File: config.mk
export PLATFORM = sky130hd
export DESIGN_NAME = lab_skid
export DESIGN_NICKNAME = d
export VERILOG_FILES = /design/src/sv/lab_pkg.sv /design/src/sv/lab_skid.sv
export SDC_FILE = /design/constraint.sdc
export NUM_CORES = 1
export LEC_CHECK = 0
export ABC_AREA = 1
export BUFFER_PORTS_ARGS = -buffer_cell sky130_fd_sc_hd__buf_4
export CAP_MARGIN = 20
export CORE_UTILIZATION = 40
export DETAILED_ROUTE_END_ITERATION = 10
export SLEW_MARGIN = 25
export SYNTH_ARGS = -nofsm -noshare
export SYNTH_HDL_FRONTEND = slang
export SYNTH_SLANG_ARGS = --single-unit
File: constraint.sdc
create_clock -name clk -period 11.6 [get_ports clk]
set_input_delay 2.32 -clock clk [delete_from_list [all_inputs] [get_ports clk]]
set_output_delay 2.32 -clock clk [all_outputs]
set_load 0.03 [all_outputs]
File: src/sv/lab_pkg.sv
// Shared types, widths and codes for the look-at basis builder.
`default_nettype none

package lab_pkg;

  localparam int IN_W      = 32;
  localparam int OUT_W     = 16;
  localparam int OUT_FRAC  = 14;
  localparam int VEC_W     = IN_W + 2;
  localparam int MAG33_W   = IN_W + 1;
  localparam int P_W       = $clog2(MAG33_W);
  localparam int MAG_W     = 30;
  localparam int NORM_POS  = MAG_W - 1;
  localparam int SQ_W      = 2 * MAG_W;
  localparam int SUM_W     = SQ_W + 2;
  localparam int ROOT_W    = SUM_W / 2;
  localparam int SQ_STEPS  = ROOT_W;
  localparam int REM_W     = ROOT_W + 2;
  localparam int Q_W       = OUT_FRAC + 1;
  localparam int DIV_STEPS = Q_W;
  localparam int NUM_W     = MAG_W + OUT_FRAC + 1;
  localparam int ONE_OUT   = 1 << OUT_FRAC;
  localparam int HALF_OUT  = 1 << (OUT_FRAC - 1);
  localparam int PROD_W    = 2 * OUT_W;

  localparam logic [1:0] MODE_X = 2'd0;
  localparam logic [1:0] MODE_Z = 2'd1;
  localparam logic [1:0] MODE_Y = 2'd2;

  typedef logic signed [OUT_W-1:0] out_t;
  typedef logic [3:0][VEC_W-1:0] vec4_t;
  typedef logic [3:0][OUT_W-1:0] res4_t;

  typedef struct packed {
    logic [1:0] mode;
    out_t       lx;
    out_t       ly;
    out_t       lz;
    out_t       lw;
  } side_t;

  typedef struct packed {
    side_t                  side;
    logic                   zero;
    logic [3:0]             neg;
    logic [3:0][MAG_W-1:0]  mag;
  } norm_pl_t;

  typedef struct packed {
    out_t right_x;
    out_t right_y;
    out_t right_z;
    out_t up_x;
    out_t up_y;
    out_t up_z;
    out_t look_x;
    out_t look_y;
    out_t look_z;
    out_t look_w;
  } res_t;

endpackage

`default_nettype wire

File: src/sv/lab_skid.sv
// Two-entry output buffer that decouples the pipeline from the result sink.
`default_nettype none

module lab_skid (
  input  logic          clk,
  input  logic          rst_n,
  input  logic          push,
  input  lab_pkg::res_t din,
  input  logic          out_ready,
  output logic          out_valid,
  output lab_pkg::res_t dout,
  output logic          space
);
  import lab_pkg::*;

  res_t       buf_r [2];
  logic       wp_r;
  logic       rp_r;
  logic [1:0] cnt_r;
  logic       pop;

  assign out_valid = (cnt_r != 2'd0);
  assign pop       = out_valid && out_ready;
  assign dout      = buf_r[rp_r];
  assign space     = (cnt_r != 2'd2);

  always_ff @(posedge clk) begin
    if (!rst_n) begin
      wp_r  <= 1'b0;
      rp_r  <= 1'b0;
      cnt_r <= 2'd0;
    end else begin
      if (push) begin
        wp_r <= ~wp_r;
      end
      if (pop) begin
        rp_r <= ~rp_r;
      end
      if (push && !pop) begin
        cnt_r <= cnt_r + 2'd1;
      end else if (pop && !push) begin
        cnt_r <= cnt_r - 2'd1;
      end
    end
  end

  always_ff @(posedge clk) begin
    if (push) begin
      buf_r[wp_r] <= din;
    end
  end

`ifndef SYNTHESIS
  a_cnt_range: assert property (@(posedge clk) disable iff (!rst_n) cnt_r != 2'd3)
    else $error("output buffer count out of range");
  a_no_overflow: assert property (@(posedge clk) disable iff (!rst_n)
    !(push && cnt_r == 2'd2))
    else $error("beat pushed into a full output buffer");
  a_fill_stalls: assert property (@(posedge clk) disable iff (!rst_n)
    (push && !pop && cnt_r == 2'd1) |=> !space)
    else $error("pipeline not stalled when output buffer filled");
  a_drain: assert property (@(posedge clk) disable iff (!rst_n)
    (pop && !push && cnt_r == 2'd2) |=> (cnt_r == 2'd1 && space))
    else $error("output buffer did not drain by one beat");
`endif

endmodule

`default_nettype wire

==> out/results.txt, run 1 <==
Post-Syn Area: 0.01219 sq mm
final hold violation count: 0
status: finished clean
setup_tns: 0 ns
Worst Hold Class: register to register
Total Power: 2932 uW
DIE HEIGHT: 176.5 um
maximum root-to-sink buffer count: 3
Post-synth top cells: 320 x edfxtp_1, 100 x mux2_4, 60 x mux2_2, 12 x buf_6, 10 x nand2_1
Final nets: 1049
RSZ-0062 raised after global routing: false
Max Freq: 193.4 MHz
Final HPWL DP: 15600 um
Hold Crit Start: rp_r
Initial DRT Pass Iterations: 4
synthesis-to-layout area growth: 31.97%
antenna viol nets, final: 0
Reg clk slew, reported paths: 0.05 ns
die area: 0.03117 sq mm
Crit Reg-Reg Endpoint: buf_r[1][95]
port bufs: 325
fill count: 2408
Synth cell types: 15
final setup violation count: 0
DRC Markers: 0
Worst EP required: 9.28 ns
initial antenna violation count: 2
Tcrit/Tclk final: 44.58%
Clock Skews: 0.008159 ns
core area: 0.02980 sq mm
Root Buffer: clkbuf_16
worst slew pin tran: 1.042 ns
layout cells sized above 1: 59.21%
Yosys top cell area share: 78.85%
Leak: 0.006186 uW
startpoint types: register
hold_buf cts: 0
ys async rst share: 0%
vias in the first global route: 6160
IO Pins: 326
H-tree depth: 2
CTS resizes: 0
RR Startpoint: wp_r
DR WL/cell: 18.48 um
Iter 0 DRT Violations: 303
Congestion Overflow GR: 0
Synth Instances: 534
CP Capture Type: output port
initial core utilization: 40.90%
clock tree sinks: 325
Post-Syn Nets: 699
Avg Inst Size Synth: 22.82 sq um
area occupied by registers: 0.009713 sq mm
Synth area leader: edfxtp_1
Multi-input gate area: 0.002290 sq mm
cells taking the most area after synthesis: edfxtp_1 79%, mux2_4 12%, mux2_2 5.5%, buf_6 1.1%, dfxtp_1 0.82%
Setup Fix Bufs, Post-CTS: 0
Hold Path End: rp_r
vias per std cell: 4.638
VDD IR max: 0.1168 mV
gr usage total: 14.91%
total CTS buffers: 35
max-cap viol count: 0
Worst EP arrival: 2.85 ns
first-pass GRT wire length: 35060 um
final slew viol count: 0
Relative slew margins: 30.55%
sequential fraction of the synthesis area: 79.67%
DR vias: 6025
r2r setup slk: 9.01 ns
min Tclk post-route: 5.171 ns
crit path max fanout: 59
cell row count: 63
GP Congestion: 0.7259
TritonCTS clock tree: yes
most frequent cell after synthesis: edfxtp_1
final WL: 24000 um
Worst-Skew Late Latency: 0.50 ns
WHS Path Cells: 2
die width: 176.5 um
final core occ: 53.98%
Synth Register Bits: 325
number of flops mapped to enable cells by yosys: 320
Reg2Reg Depth: 3
critical path class: register to output port
largest net degree at the start of global routing: 96
Yosys warnings: 0
pwr dens: 182.3 mW/mm^2
Most used DFF post-synth: edfxtp_1
stage by stage:
stage	instances	hold slack (ns)	instance area, sq um	setup slack, ns
4_1_cts	1296	0.5277	16050	6.314
5_1_grt	1298	0.5616	16080	6.226
2_1_floorplan	534	0.4669	12190	1.865
3_3_place_gp	1236	0.4842	15000	6.829
6_report	1299	0.5251	16080	6.429
3_5_place_dp	1236	0.5092	15000	6.838
how the worst max path moves through the flow:
stage                         from           to  slack [ns]  depth (start not counted)
after detailed placement  register     dout[70]        6.84                          3
final                     register     dout[10]        6.43                          3
after CTS                 register     dout[70]        6.31                          3
after global routing      register     dout[10]        6.23                          3
after global placement    register     dout[10]        6.83                          3
after floorplan               push  buf_r[0][0]        1.86                          2
where the power goes:
part	total, uW	internal, uW	switching [uW]
clock	1010	603	411
sequential	1390	1360	25.9
combinational	529	239	290
layout by cell type (no fill, tap or decap):
master / instances
buf_4: 330
edfxtp_1: 320
mux2_4: 100
mux2_2: 60
clkbuf_16: 37
clkbuf_1: 11
nand2_1: 10
inv_1: 7
nor2_1: 6
clkinv_1: 6
clkinv_2: 4
dfxtp_1: 4
diode_2: 2
inv_6: 1
o21a_1: 1
nor2_4: 1
o21ai_0: 1
a21oi_1: 1
nand3_1: 1
nand4_1: 1
ha_1: 1
dfxtp_4: 1
bufinv_16: 1
clkinvlp_4: 1
buf_16: 1
worst max-delay path, cell delays in order (launching register included):
cell     delay, ns
dfxtp_4       0.84
buf_4         0.84
mux2_2        0.43
buf_4         0.17
state kept, by name, indices dropped and copies added (netlist names), named ones only:
| signal | flops |
|---|---|
| buf_r | 320 |
| rp_r | 1 |
| cnt_r | 2 |
| wp_r | 1 |
layout make-up:
type | instances | area share, %
antenna | 2 | 0.03112
clock buffer | 48 | 6.014
clock inverter | 12 | 0.4979
inverter | 8 | 0.2178
multi-input combinational | 183 | 14.24
sequential | 325 | 60.39
tap | 390 | 3.034
timing repair buffer | 331 | 15.57
routing by layer:
metal / vias to the layer above / global-route usage, % / share of wire [%]
li1: 2803 / - / -
met1: 2939 / 18.17 / 40
met2: 245 / 23.99 / 48
met3: 38 / 6.158 / 9.9
met4: 0 / 4.813 / 2.3
met5: - / 0 / 0
cell families after synthesis:
logic type,after synthesis,share of synthesized area [%]
DFF,325,79.67
muxes,160,17.86
buffers and inverters,26,1.602
and+or+nand+nor,19,0.6161
AOI/OAI and AO/OA,3,0.1437
adders and majority gates,1,0.1027
Note: power is estimated with default switching activity, not from simulation.
==> run 2, diff against run 1 <==
--- a/config.mk
+++ b/config.mk
@@ -5,7 +5,7 @@
 export SDC_FILE = /design/constraint.sdc
 export NUM_CORES = 1
 export LEC_CHECK = 0
-export ABC_AREA = 1
+export ABC_AREA = 0
 export BUFFER_PORTS_ARGS = -buffer_cell sky130_fd_sc_hd__buf_4
 export CAP_MARGIN = 20
 export CORE_UTILIZATION = 40
==> constraint.sdc (replaced) <==
create_clock -name clk -period 4.9 [get_ports clk]
set_input_delay 0.98 -clock clk [delete_from_list [all_inputs] [get_ports clk]]
set_output_delay 0.98 -clock clk [all_outputs]
set_load 0.03 [all_outputs]
==> run 2 against run 1 <==
Compared with the run above:
- combinational power rose to 4.7 times the previous value
- clock power rose to 2.5 times the previous value
- final cell count fell by 0.54%
- synthesized cell count fell by 2.6%
- die area fell by 0.12%
- critical path depth did not move
- largest power group unchanged
- wire length rose by 0.90%
- total power rose to 2.9 times the previous value
- count of clock-buffer cells in the layout fell by 6
- critical path type unchanged
==> out/results.txt, run 2 <==
cells taking the most area after synthesis: edfxtp_1 79%, mux2_4 12%, mux2_2 5.6%, buf_6 1.1%, dfxtp_1 0.82% (was edfxtp_1 79%, mux2_4 12%, mux2_2 5.5%, buf_6 1.1%, dfxtp_1 0.82%)
largest registers: buf_r: 320 flops, cnt_r: 2 flops (unchanged)
Root Buffer: clkbuf_16 (unchanged)
layout cells sized above 1: 61.20% (was 59.21%)
Final HPWL DP: 16530 um (was 15600 um)
Synth Register Bits: 325 (unchanged)
Worst EP required: 3.92 ns (was 9.28 ns)
gr usage total: 15.03% (was 14.91%)
H-tree depth: 2 (unchanged)
Yosys top cell area share: 78.95% (was 78.85%)
most frequent cells in the layout: 332 x buf_4, 320 x edfxtp_1, 100 x mux2_4 (was 330 x buf_4, 320 x edfxtp_1, 100 x mux2_4)
CP Capture Type: output port (unchanged)
initial antenna violation count: 0 (was 2)
Largest stage delay, worst path: 0.96 ns (was 0.84 ns)
final WL: 24220 um (was 24000 um)
maximum root-to-sink buffer count: 3 (unchanged)
vias per std cell: 4.661 (was 4.638)
max reg flops: 320 (unchanged)
total CTS buffers: 36 (was 35)
final slew viol count: 0 (unchanged)
first-pass GRT wire length: 35610 um (was 35060 um)
largest family of logic cells by synthesized area: multiplexers (unchanged)
hold_buf cts: 0 (unchanged)
Worst EP arrival: 2.61 ns (was 2.85 ns)
synthesis-to-layout area growth: 33.19% (was 31.97%)
Reg with most FFs: buf_r (unchanged)
CTS resizes: 0 (unchanged)
GP Congestion: 0.7945 (was 0.7259)
status: finished clean (unchanged)
final hold violation count: 0 (unchanged)
core area: 0.02980 sq mm (unchanged)
TritonCTS clock tree: yes (unchanged)
Yosys warnings: 0 (unchanged)
xor-xnor portion of the synthesized cell area: 0.2159% (was 0%)
DIE HEIGHT: 176.4 um (was 176.5 um)
Levels on crit path: 3 (unchanged)
ys async rst share: 0% (unchanged)
Final Cell Area: 0.01621 sq mm (was 0.01608 sq mm)
CP Cell Sequence: buf_4, mux2_2, buf_4 (unchanged)
DRC Markers: 0 (unchanged)
port bufs: 325 (unchanged)
Total Power: 8394 uW (was 2932 uW)
Setup Fix Bufs, Post-CTS: 0 (unchanged)
final core occ: 54.41% (was 53.98%)
IO Pins: 326 (unchanged)
Most used DFF post-synth: edfxtp_1 (unchanged)
Clock Skews: 0.01658 ns (was 0.008159 ns)
adder-cell share of the synthesized area: 0.1028% (was 0.1027%)
number of flops mapped to enable cells by yosys: 320 (unchanged)
Avg Inst Size Synth: 23.41 sq um (was 22.82 sq um)
antenna viol nets, final: 0 (unchanged)
vias in the first global route: 6317 (was 6160)
setup_tns: 0 ns (unchanged)
Congestion Overflow GR: 0 (unchanged)
proportion of synthesized area in mux cells: 17.89% (was 17.86%)
VDD IR max: 0.2989 mV (was 0.1168 mV)
CP max-delay cell: dfxtp_4 (unchanged)
Post-Syn Nets: 685 (was 699)
Relative slew margins: 37.37% (was 30.55%)
DR vias: 6022 (was 6025)
dpl cell area: 0.01508 sq mm (was 0.01500 sq mm)
final setup violation count: 0 (unchanged)
sequential fraction of the synthesis area: 79.77% (was 79.67%)
worst slew pin tran: 0.9395 ns (was 1.042 ns)
most frequent cell after synthesis: edfxtp_1 (unchanged)
min Tclk post-route: 3.594 ns
Leak: 0.006226 uW (was 0.006186 uW)
worst setup path endpoint: dout[29] (was dout[10])
Post-synth top cells: 320 x edfxtp_1, 100 x mux2_4, 60 x mux2_2, 12 x buf_6, 6 x buf_2 (was 320 x edfxtp_1, 100 x mux2_4, 60 x mux2_2, 12 x buf_6, 10 x nand2_1)
Crit Reg-Reg Endpoint: buf_r[1][123] (was buf_r[1][95])
initial core utilization: 40.85% (was 40.90%)
Synth cell types: 18 (was 15)
critical path class: register to output port (unchanged)
Worst path most repeated cell: buf_4 (unchanged)
pwr dens: 517.7 mW/mm^2 (was 182.3 mW/mm^2)
Worst Path Buf+Inv: 2 (unchanged)
clock tree sinks: 325 (unchanged)
Initial DRT Pass Iterations: 4 (unchanged)
DR WL/cell: 18.75 um (was 18.48 um)
CP top delay family: flip-flops (was buffers and inverters)
Final nets: 1041 (was 1049)
Tcrit/Tclk final: 73.35%
r2r setup slk: 2.80 ns (was 9.01 ns)
Worst Hold Class: register to register (unchanged)
largest net degree at the start of global routing: 60 (was 96)
startpoint types: register (unchanged)
Reg clk slew, reported paths: 0.06 ns (was 0.05 ns)
die area: 0.03113 sq mm (was 0.03117 sq mm)
crit path max fanout: 54 (was 59)
simple-gate share of the synthesized area: 0.4626% (was 0.6160%)
cell row count: 63 (unchanged)
max-cap viol count: 0 (unchanged)
Reg2Reg Depth: 2 (was 3)
die width: 176.4 um (was 176.5 um)
Iter 0 DRT Violations: 302 (was 303)
Worst-Skew Late Latency: 0.51 ns (was 0.50 ns)
Synth Area in Compound Gates: 0.2056% (was 0.1437%)
Synth area leader: edfxtp_1 (unchanged)
Max Freq: 278.2 MHz
antenna fix cells: 0 (was 2)
RR Startpoint: wp_r (unchanged)
RSZ-0062 raised after global routing: false (unchanged)
Post-Syn Area: 0.01217 sq mm (was 0.01219 sq mm)
Synth Instances: 520 (was 534)
commonest non-fill, non-tap cell in the layout: buf_4 (unchanged)
[run 2: cell types whose count changed in the layout (fill, tap and decap cells not counted), sizes merged, moves of 2 or more]
cell and change:
and2 +4, buf +5, bufinv +2, clkbuf -6, clkinv +6, diode -2
inv -6, nand2 -10, nor2 -7, nor2b +2, xnor2 +2
[run 2: worst min path at each step]
stage,start,end,cells past startpoint
5_1_grt,cnt_r[1],cnt_r[1],2
3_3_place_gp,cnt_r[1],cnt_r[1],2
2_1_floorplan,cnt_r[1],cnt_r[1],2
6_report,cnt_r[1],cnt_r[1],2
3_5_place_dp,cnt_r[1],cnt_r[1],2
4_1_cts,cnt_r[1],cnt_r[1],2
[run 2: area by class of cell]
cell class,count,area (sq um)
clock buffers,42,944.7
clock inverters,22,186.4
fillers,2362,13580
multi-input cells,177,2307
flip-flops and latches,325,9713
well taps,390,488.0
repair buffers,336,2572
[run 2: report_power, final]
| part | leakage, uW | switching, uW | internal (uW) |
|---|---|---|---|
| logic | 0.00262 | 1330 | 1150 |
| registers | 0.00305 | 135 | 3230 |
| clock network | 0.000560 | 1010 | 1540 |
[run 2: through the flow]
step / setup WS, ns / hold slack (ns) / std cells
finish: 1.306 / 0.5257 / 1292
global route: 1.161 / 0.5783 / 1292
CTS: 1.200 / 0.5251 / 1292
detailed placement: 1.742 / 0.5136 / 1228
global placement: 1.846 / 0.4910 / 1227
floorplan: 1.076 / 0.4785 / 520
[run 2: per-layer routing]
metal / track usage [%] / wire (um) / vias up
li1: - / - / 2787
met2: 25.20 / 11940 / 263
met5: 0 / 0 / -
met4: 5.136 / 584 / 0
met1: 17.46 / 9164 / 2929
met3: 6.008 / 2531 / 43
[run 2: worst register-to-register path, cell delays in order (launching register included)]
cell and delay, ns:
dfxtp_1 0.38, and2_4 0.71, buf_4 0.63
[run 2: logic make-up after synthesis]
kind of cell / after synthesis
compound gates: 4
xor+xnor: 3
fa+ha+maj: 1
buf+inv: 18
flops: 325
mux: 160
simple gates: 9
